==> src/pcu_pkg.sv <==
package pcu_pkg;

  localparam int QUEUE_DEPTH = 2;
  localparam int SRC_W = 64;
  localparam int IMM_W = 8;
  localparam int PRED_W = 6;

  localparam logic [1:0] OP_AND_TYPES    = 2'd0;
  localparam logic [1:0] OP_OR_TYPES     = 2'd1;
  localparam logic [1:0] OP_ORANDCM_TYPES = 2'd2;
  localparam logic [1:0] OP_NOT_COMPARE  = 2'd3;

  localparam logic [1:0] TAC_NONE = 2'd0;
  localparam logic [1:0] TAC_UNC  = 2'd1;
  localparam logic [1:0] TAC_EQ   = 2'd2;
  localparam logic [1:0] TAC_NE   = 2'd3;

  localparam logic [2:0] REL_EQ  = 3'd0;
  localparam logic [2:0] REL_NE  = 3'd1;
  localparam logic [2:0] REL_LT  = 3'd2;
  localparam logic [2:0] REL_LE  = 3'd3;
  localparam logic [2:0] REL_GT  = 3'd4;
  localparam logic [2:0] REL_GE  = 3'd5;
  localparam logic [2:0] REL_LTU = 3'd6;

  localparam logic [2:0] CT_NONE    = 3'd0;
  localparam logic [2:0] CT_UNC     = 3'd1;
  localparam logic [2:0] CT_AND     = 3'd2;
  localparam logic [2:0] CT_OR      = 3'd3;
  localparam logic [2:0] CT_ORANDCM = 3'd4;

  typedef struct packed {
    logic              active;
    logic              unimpl;
    logic [2:0]        rel;
    logic [2:0]        ctype;
    logic [SRC_W-1:0]  src;
    logic [SRC_W-1:0]  right;
    logic              nat;
    logic              qp;
    logic [PRED_W-1:0] p1;
    logic [PRED_W-1:0] p2;
  } dec_t;

  function automatic logic [2:0] base_rel(input logic [1:0] op);
    logic [2:0] r;
    unique case (op)
      OP_AND_TYPES: r = REL_LT;
      OP_OR_TYPES:  r = REL_LTU;
      default:      r = REL_EQ;
    endcase
    return r;
  endfunction

  function automatic logic [2:0] par_type(input logic [1:0] op);
    logic [2:0] t;
    unique case (op)
      OP_AND_TYPES: t = CT_AND;
      OP_OR_TYPES:  t = CT_OR;
      default:      t = CT_ORANDCM;
    endcase
    return t;
  endfunction

  function automatic logic [2:0] ineq_rel(input logic [1:0] tac);
    logic [2:0] r;
    unique case (tac)
      TAC_NONE: r = REL_GT;
      TAC_UNC:  r = REL_LE;
      TAC_EQ:   r = REL_GE;
      default:  r = REL_LT;
    endcase
    return r;
  endfunction

endpackage

==> src/pcu_queue.sv <==
module pcu_queue
  import pcu_pkg::*;
#(
  parameter int Depth = QUEUE_DEPTH
) (
  input  logic clk,
  input  logic rst,
  input  logic push_valid,
  input  dec_t push_data,
  output logic push_ready,
  output logic pop_valid,
  output dec_t pop_data,
  input  logic pop_ready
);

  localparam int PtrW = (Depth > 1) ? $clog2(Depth) : 1;
  localparam int CntW = $clog2(Depth + 1);

  dec_t            mem [Depth];
  logic [PtrW-1:0] wr_ptr;
  logic [PtrW-1:0] rd_ptr;
  logic [CntW-1:0] count;
  logic            push;
  logic            pop;

  assign push_ready = count != CntW'(Depth);
  assign pop_valid  = count != '0;
  assign pop_data   = mem[rd_ptr];
  assign push       = push_valid && push_ready;
  assign pop        = pop_valid && pop_ready;

  function automatic logic [PtrW-1:0] bump(input logic [PtrW-1:0] p);
    return (p == PtrW'(Depth - 1)) ? '0 : p + 1'b1;
  endfunction

  always_ff @(posedge clk) begin
    if (rst) begin
      wr_ptr <= '0;
      rd_ptr <= '0;
      count  <= '0;
    end else begin
      if (push) begin
        wr_ptr <= bump(wr_ptr);
      end
      if (pop) begin
        rd_ptr <= bump(rd_ptr);
      end
      if (push && !pop) begin
        count <= count + 1'b1;
      end else if (pop && !push) begin
        count <= count - 1'b1;
      end
    end
  end

  always_ff @(posedge clk) begin
    if (push) begin
      mem[wr_ptr] <= push_data;
    end
  end

  a_count_bound: assert property (@(posedge clk) disable iff (rst)
    count <= CntW'(Depth))
    else $error("queue count above depth");

  a_push_fill: assert property (@(posedge clk) disable iff (rst)
    push && !pop |=> count == $past(count) + 1'b1)
    else $error("queue count missed a push");

  a_pop_drain: assert property (@(posedge clk) disable iff (rst)
    pop && !push |=> count == $past(count) - 1'b1)
    else $error("queue count missed a pop");

endmodule

==> config.mk <==
export PLATFORM = sky130hd
export DESIGN_NAME = pcu_queue
export DESIGN_NICKNAME = d
export VERILOG_FILES = /design/src/pcu_pkg.sv /design/src/pcu_queue.sv
export SDC_FILE = /design/constraint.sdc
export NUM_CORES = 1
export LEC_CHECK = 0
export ABC_AREA = 1
export BUFFER_PORTS_ARGS = -buffer_cell sky130_fd_sc_hd__buf_2
export CORE_MARGIN = 5
export CORE_UTILIZATION = 45
export CTS_CLUSTER_SIZE = 10
export DETAILED_ROUTE_END_ITERATION = 10
export MAX_ROUTING_LAYER = met4
export PLACE_DENSITY = 0.81
export SYNTH_ARGS = -nofsm -noshare
export SYNTH_HDL_FRONTEND = slang
export SYNTH_SLANG_ARGS = --single-unit
export TNS_END_PERCENT = 20
==> constraint.sdc <==
create_clock -name clk -period 9.1 [get_ports clk]
set_clock_uncertainty 0.2 [all_clocks]
set_input_delay 1.365 -clock clk [delete_from_list [all_inputs] [get_ports clk]]
set_output_delay 1.365 -clock clk [all_outputs]
set_load 0.02 [all_outputs]
== Word level (Yosys, flattened, before mapping) ==
Memories as Yosys holds them, arrays and structs flattened. A register that Yosys moved wholly into a read port is not among the register bits.
Index checks and enable logic that the tools add are counted.
Word-level totals
  memories: 1
  output and inout port bits: 152
  word-level logic and storage cells: 25
  memory bits (writable): 300
  register bits after elaboration: 4
  input bits: 154
Memory list
  mem: depth 2, width 150, read ports 1, clocked after memory_dff 1, write ports 1, RTL line pcu_queue.sv:19  | dec_t mem [Depth];
Operators by class
  multiplexer cells: 8
  add/subtract/negate cells: 4
  eq/ne operators: 1
  reduce and logical (&&, ||, !) cells: 8
Operator list (number)
  $mux W1: 6
  $logic_and A1 B1 Y1: 4
  $mux W2: 2
  $reduce_bool A2 Y1: 2
  $add A1 B1 Y1 const B: 2
  $add A2 B1 Y2 const B: 1
  $logic_not A1 Y1: 2
  $ne A2 B2 Y1 const B: 1
  $sub A2 B1 Y2 const B: 1

== Logic depth before layout (Yosys ltp) ==
Gate-level depths: netlist of the first run.
  word-level depth: 6
  mapped depth: 11
  mapped depth without buffers: 11

== Worst setup path after synthesis of the first run ==
Ideal clock, no wire load.
  path kind: input to register
  from: input push_valid
  to: memory mem[0][0] (netlist bit) (enable)
  buffers on the path: 0
  library setup time: 662 ps
  setup slack: 549 ps
  cell stages on the path: 2
  data required time: 8238 ps
  arrival: 7690 ps
  path through: nand2_1 > nor2_1
On the way
  longest elaborated chain between the ends: 3
Ends and longest elaborated chain
  from (decl): RTL line pcu_queue.sv:8  | input logic push_valid,
  $logic_and A1 B1 Y1: RTL line pcu_queue.sv:29  | assign push = push_valid && push_ready;
  $mux W1: RTL line pcu_queue.sv:57  | if (push) begin
  $mux W1 (implied by the code): RTL line pcu_queue.sv:58  | mem[wr_ptr] <= push_data;
  to (decl): RTL line pcu_queue.sv:19
No other way between the ends.

==> results_dict.tcl, run 1 <==
set metrics [dict create \
    status "completed" \
    overflow 0 \
    initial_utilization_pct 45.6 \
    drtIter0Drc 406 \
    cts_hold_buf 0 \
    synth_xor_area_share_pct 0 \
    arrival_ns 2.72 \
    cts_resized 0 \
    yosys.area_share.simple_pct 0.665 \
    synthMuxAreaShare_pct 18.0 \
    synth_top_family_by_area "multiplexers" \
    synth_compound_area_share_pct 0.174 \
    syn_area_um2 11500 \
    drive_above_1_share_pct 59.4 \
    core-area_um2 25200 \
    mostFrequentLayoutCell "buf_2" \
    relSlewSlack_pct 28.1 \
    tightest_slew_ns 1.08 \
    antenna_found_initial 6 \
    place_congestion 0.739 \
    ant_nets 0 \
    dieArea_um2 28800 \
    worstSetupPathType "flop to output port" \
    slew_viol_final 0 \
    nFillCells 1893 \
    grt_usage_pct 14.7 \
    p_leak_uw 0.00553 \
    grt_pass1_vias 6057 \
    grt_max_degree 79 \
    cap_violations 0 \
    cts_max_path_buffers 3 \
    fmax_mhz 233 \
    synth_cell_types 15 \
    clk-insertion-delay-late_ns 0.48 \
    numCtsBuffers 36 \
    die_y_um 170 \
    fin_tns_setup_ns 0 \
    post_drt_wl_per_cell_um 18.1 \
    pwr-share-comb_pct 25.7 \
    min_period_ns 4.29 \
    synth-seq-area-share_pct 79.4 \
    io_pins 306 \
    final_cell_mix "buf_2 (305), edfxtp_1 (300), mux2_4 (100)" \
    h-tree-depth 2 \
    ys_seq_elements 305 \
    num_rows 58 \
    wirelength_um 21300 \
    path_max_fanout 65 \
    vias 5684 \
    crit_path_end_kind "output port" \
    clkTransAtPathRegs_ns 0.05 \
    hold_slack_ns 0.309 \
    cts_tree "yes" \
    hold_viol 0 \
    viasPerCell 4.82 \
    syn_area_per_cell_um2 22.8 \
    required_ns 7.54 \
    p_int_uw 2950 \
    fp.dieW_um 170 \
    synthCells 504 \
    yosys_warnings 0 \
    switching_power_uw 1140 \
    rsz0062_at_grt "false" \
    start_kind "flop" \
    dr.pass1.iters 4 \
    dpl.hpwl_um 14400 \
    instances_no_fill 1179 \
    yosys.area_share.adder_pct 0.109 \
    layout.nets 991 \
    root_buffer "clkbuf_16" \
    portBuffers 305 \
    drc 0 \
    placed_cells 1128 \
    period_share_pct 47.1 \
    cts_setup_buffers 0 \
    grt_pass1_wl_um 32200 \
    setup_viol 0 \
    syn_to_final_growth_pct 24.5 \
    hold_path_class "flop to flop" \
    seqPwrFrac_pct 45.1 \
    power_frac_clock_pct 29.1 \
    vdd_drop_max_v 0.000210 \
    syn_nets 659 \
    p_sw_share_pct 27.9 \
    powerDensity_nw_per_um2 286 \
    clkSinkCount 305 \
]
worst paths after layout:
kind,slack [ns],cells after the start,endpoint,start
setup / recovery,4.81,3,pop_data[140],flop
hold / removal,0.31,2,flop,rd_ptr
setup reg to reg,5.90,6,mem[0][137],count[0]
hold reg to reg,0.31,2,flop,rd_ptr
synthesized netlist by cell type, drive strengths merged:
cell	number	share of area, %
buf	17	1.4
o21ai	2	0.087
ha	1	0.11
dfxtp	5	0.87
edfxtp	300	78
inv	8	0.26
mux2	150	18
nand4	1	0.055
nor2	7	0.23
a21oi	2	0.087
nand3	2	0.087
nand2	9	0.29
cell families (layout without fill, tap and decap cells):
kind of cell / Yosys count / in the layout
adder cells (fa/ha/maj): 1 / 1
other: 0 / 6
flip-flops: 305 / 305
AND/OR/NAND/NOR: 19 / 19
multiplexers: 150 / 150
buffers and inverters: 25 / 364
AO/OA/AOI/OAI: 4 / 4
stage by stage:
stage | worst slack, ns | power (µW) | utilization, % | area (µm²)
3_5_place_dp | 4.98 | 2940 | 52.9 | 13300
3_3_place_gp | 4.97 | 2920 | 52.9 | 13300
2_1_floorplan | 0.549 | 2670 | - | 11500
5_1_grt | 4.64 | 4280 | 56.7 | 14300
6_report | 4.81 | 4090 | 56.7 | 14300
4_1_cts | 4.73 | 4150 | 56.7 | 14300
worst max-delay path: stages (launching register included):
cell,delay [ns]
dfxtp_4,0.70
buf_4,0.88
mux2_2,0.43
buf_2,0.16
registers in the layout (all words and copies together), names as in the netlist, named ones only:
register and cells:
wr_ptr 1, mem 300, count 2, rd_ptr 1
metal layers:
metal	global-route usage, %	share of wire [%]
met4	5.74	3.6
met1	17.4	37
met3	4.22	9.1
met5	-	0
met2	24.1	50
final cells by class:
type	instances	area, µm²	area share, %
sequential	305	9110	63.8
multi-input combinational	174	2190	15.3
timing repair buffer	311	1570	11.0
clock buffer	43	948	6.64
tap	330	413	2.89
inverter	8	30.0	0.210
antenna	6	15.0	0.105
clock inverter	2	7.51	0.0525
power groups by stage:
stage / registers, µW / clock network, µW / logic [µW]
after floorplan: 1890 / 0 / 785
after global placement: 1860 / 0 / 1060
after detailed placement: 1880 / 0 / 1070
after CTS: 1850 / 1230 / 1070
after global routing: 1860 / 1300 / 1120
final: 1840 / 1190 / 1050
Note: power is estimated with default switching activity, not from simulation.
==> inputs of run 2 (changes only) <==
--- a/config.mk
+++ b/config.mk
@@ -5,14 +5,14 @@
 export SDC_FILE = /design/constraint.sdc
 export NUM_CORES = 1
 export LEC_CHECK = 0
-export ABC_AREA = 1
+export ABC_AREA = 0
 export BUFFER_PORTS_ARGS = -buffer_cell sky130_fd_sc_hd__buf_2
 export CORE_MARGIN = 5
 export CORE_UTILIZATION = 45
 export CTS_CLUSTER_SIZE = 10
 export DETAILED_ROUTE_END_ITERATION = 10
 export MAX_ROUTING_LAYER = met4
-export PLACE_DENSITY = 0.81
+export PLACE_DENSITY = 0.84
 export SYNTH_ARGS = -nofsm -noshare
 export SYNTH_HDL_FRONTEND = slang
 export SYNTH_SLANG_ARGS = --single-unit
==> constraint.sdc (replaced) <==
create_clock -name clk -period 3.55 [get_ports clk]
set_clock_uncertainty 0.2 [all_clocks]
set_input_delay 0.5325 -clock clk [delete_from_list [all_inputs] [get_ports clk]]
set_output_delay 0.5325 -clock clk [all_outputs]
set_load 0.02 [all_outputs]
==> results_dict.tcl, run 2 <==
set metrics [dict create \
    cap_violations 0 \
    hold_slack_ns 0.0335 \
    p_leak_uw 0.00554 \
    arrival_ns 2.15 \
    required_ns 2.82 \
    clkSinkCount 305 \
    dpl.hpwl_um 15500 \
    numCtsBuffers 36 \
    post_drt_wl_per_cell_um 19.2 \
    largest_reg_flops 300 \
    num_rows 58 \
    min_period_ns 2.88 \
    drive_above_1_share_pct 61.0 \
    ant_nets 0 \
    syn_nets 646 \
    grt_pass1_wl_um 34000 \
    synthTopCellsByCount "edfxtp_1 (300), mux2_4 (100), mux2_2 (50), buf_6 (11)" \
    portBuffers 305 \
    dr.pass1.iters 4 \
    postPlaceCellArea_um2 13400 \
    dieArea_um2 28800 \
    instances_no_fill 1167 \
    reg_top3 "mem: 300 flops, count: 2 flops" \
    crit_path_end_kind "output port" \
    r2r_cells 4 \
    wirelength_um 22400 \
    io_pins 306 \
    path_max_fanout 54 \
    r2r-end "mem[0][20]" \
    cts_hold_buf 0 \
    fmax_mhz 347 \
    top_register "mem" \
    postLayoutCoreUtil_pct 57.3 \
    period_share_pct 81.2 \
    synth_top_cell_by_area "edfxtp_1" \
    ys_seq_elements 305 \
    start_kind "flop" \
    cts_tree "yes" \
    whs_path_depth 1 \
    yosys-top-cells-area "edfxtp_1 (79%), mux2_4 (13%), mux2_2 (4.9%), buf_6 (1.1%), dfxtp_1 (0.87%)" \
    yosys_warnings 0 \
    hold_path_class "input pin to flop" \
    hold_viol 0 \
    async_reset_ff_share_pct 0 \
    synth-edff-count 300 \
    fin_ws_ns 0.667 \
    synth_most_common_cell "edfxtp_1" \
    core-area_um2 25100 \
    mostFrequentLayoutCell "buf_2" \
    min_from "push_data[57]" \
    syn_area_per_cell_um2 23.3 \
    min_to "mem[1][57]" \
    synth-seq-area-share_pct 79.5 \
    synth_cell_types 20 \
    final_cell_mix "buf_2 (305), edfxtp_1 (300), mux2_4 (100)" \
    vias 5734 \
    worstSetupPathType "flop to output port" \
    h-tree-depth 2 \
    grt_pass1_vias 6271 \
    powerDensity_nw_per_um2 749 \
    slew_viol_final 0 \
    tightest_slew_ns 0.516 \
    die_y_um 170 \
    drc 0 \
    root_buffer "clkbuf_16" \
    grt_max_degree 86 \
    antenna_found_initial 3 \
    status "completed" \
    syn_area_um2 11500 \
    synth_top_area_share_pct 78.6 \
    layout.nets 981 \
    syn_to_final_growth_pct 25.5 \
    clkTransAtPathRegs_ns 0.05 \
    cts_setup_buffers 0 \
    setup_viol 0 \
    overflow 0 \
    worstReg2RegStart "count[0]" \
    stdcell_area_um2 14400 \
    clk-insertion-delay-late_ns 0.48 \
    fp.dieW_um 170 \
    vdd_drop_max_v 0.000540 \
    preCtsSetupSlack_ns 1.17 \
    placed_cells 1118 \
    initial_utilization_pct 45.6 \
    viasPerCell 4.91 \
    place_congestion 0.765 \
    synthCells 491 \
    rsz0062_at_grt "false" \
    cts_resized 0 \
    drtIter0Drc 426 \
    r2r_slack_ns 1.41 \
    relSlewSlack_pct 65.6 \
    ys.flop_type "edfxtp_1" \
    cts_max_path_buffers 3 \
    grt_usage_pct 15.5 \
]
run 2: report_power, final:
group          switching, µW  internal (µW)
logic                   1680           1310
clock network           1220           1890
registers                168           4500
run 2: worst max-delay path: stages, from the launching register on:
cell and delay [ns]:
dfxtp_4 0.66, buf_12 0.38, mux2_4 0.35, buf_2 0.16
run 2: kinds of logic (layout without fill, tap and decap cells):
family,after synthesis,count (layout),share of synthesized area (%)
DFF,305,305,79.5
muxes,150,150,18.0
buffers and inverters,18,360,1.46
and+or+nand+nor,9,9,0.437
AOI/OAI and AO/OA,5,5,0.262
xor gates and xnor gates,3,3,0.229
adders and majority gates,1,1,0.109
other,0,4,0
run 2: final cells by class:
cell class | instances | area [µm²]
diodes | 4 | 10.0
clock buffers | 45 | 976
fillers | 1879 | 10700
inverters | 1 | 8.76
multi-input cells | 168 | 2190
flip-flops and latches | 305 | 9110
well taps | 330 | 413
repair buffers | 314 | 1670
run 2: layer usage:
| metal | up-vias | wire length, µm | track usage (%) |
|---|---|---|---|
| met1 | 2822 | 8720 | 18.5 |
| met2 | 244 | 11200 | 25.7 |
| met4 | 0 | 635 | 5.25 |
| met3 | 50 | 1790 | 4.43 |
| met5 | - | 0 | - |
| li1 | 2618 | - | - |
run 2: through the flow:
stage	power, µW	TNS [ns]
after floorplan	6930	-130.23
after global placement	7710	0
after detailed placement	7790	0
after CTS	10900	0
after global routing	11300	0
final	10800	0
run 2: worst max-delay path by stage:
| stage | from | end | slack, ns | cells after the start |
|---|---|---|---|---|
| 2_1_floorplan | count[0] | mem[0][0] | -0.87 | 3 |
| 3_3_place_gp | flop | pop_data[137] | 1.17 | 3 |
| 3_5_place_dp | flop | pop_data[72] | 1.17 | 3 |
| 4_1_cts | flop | pop_data[136] | 0.64 | 3 |
| 5_1_grt | flop | pop_data[121] | 0.58 | 3 |
| 6_report | flop | pop_data[121] | 0.67 | 3 |
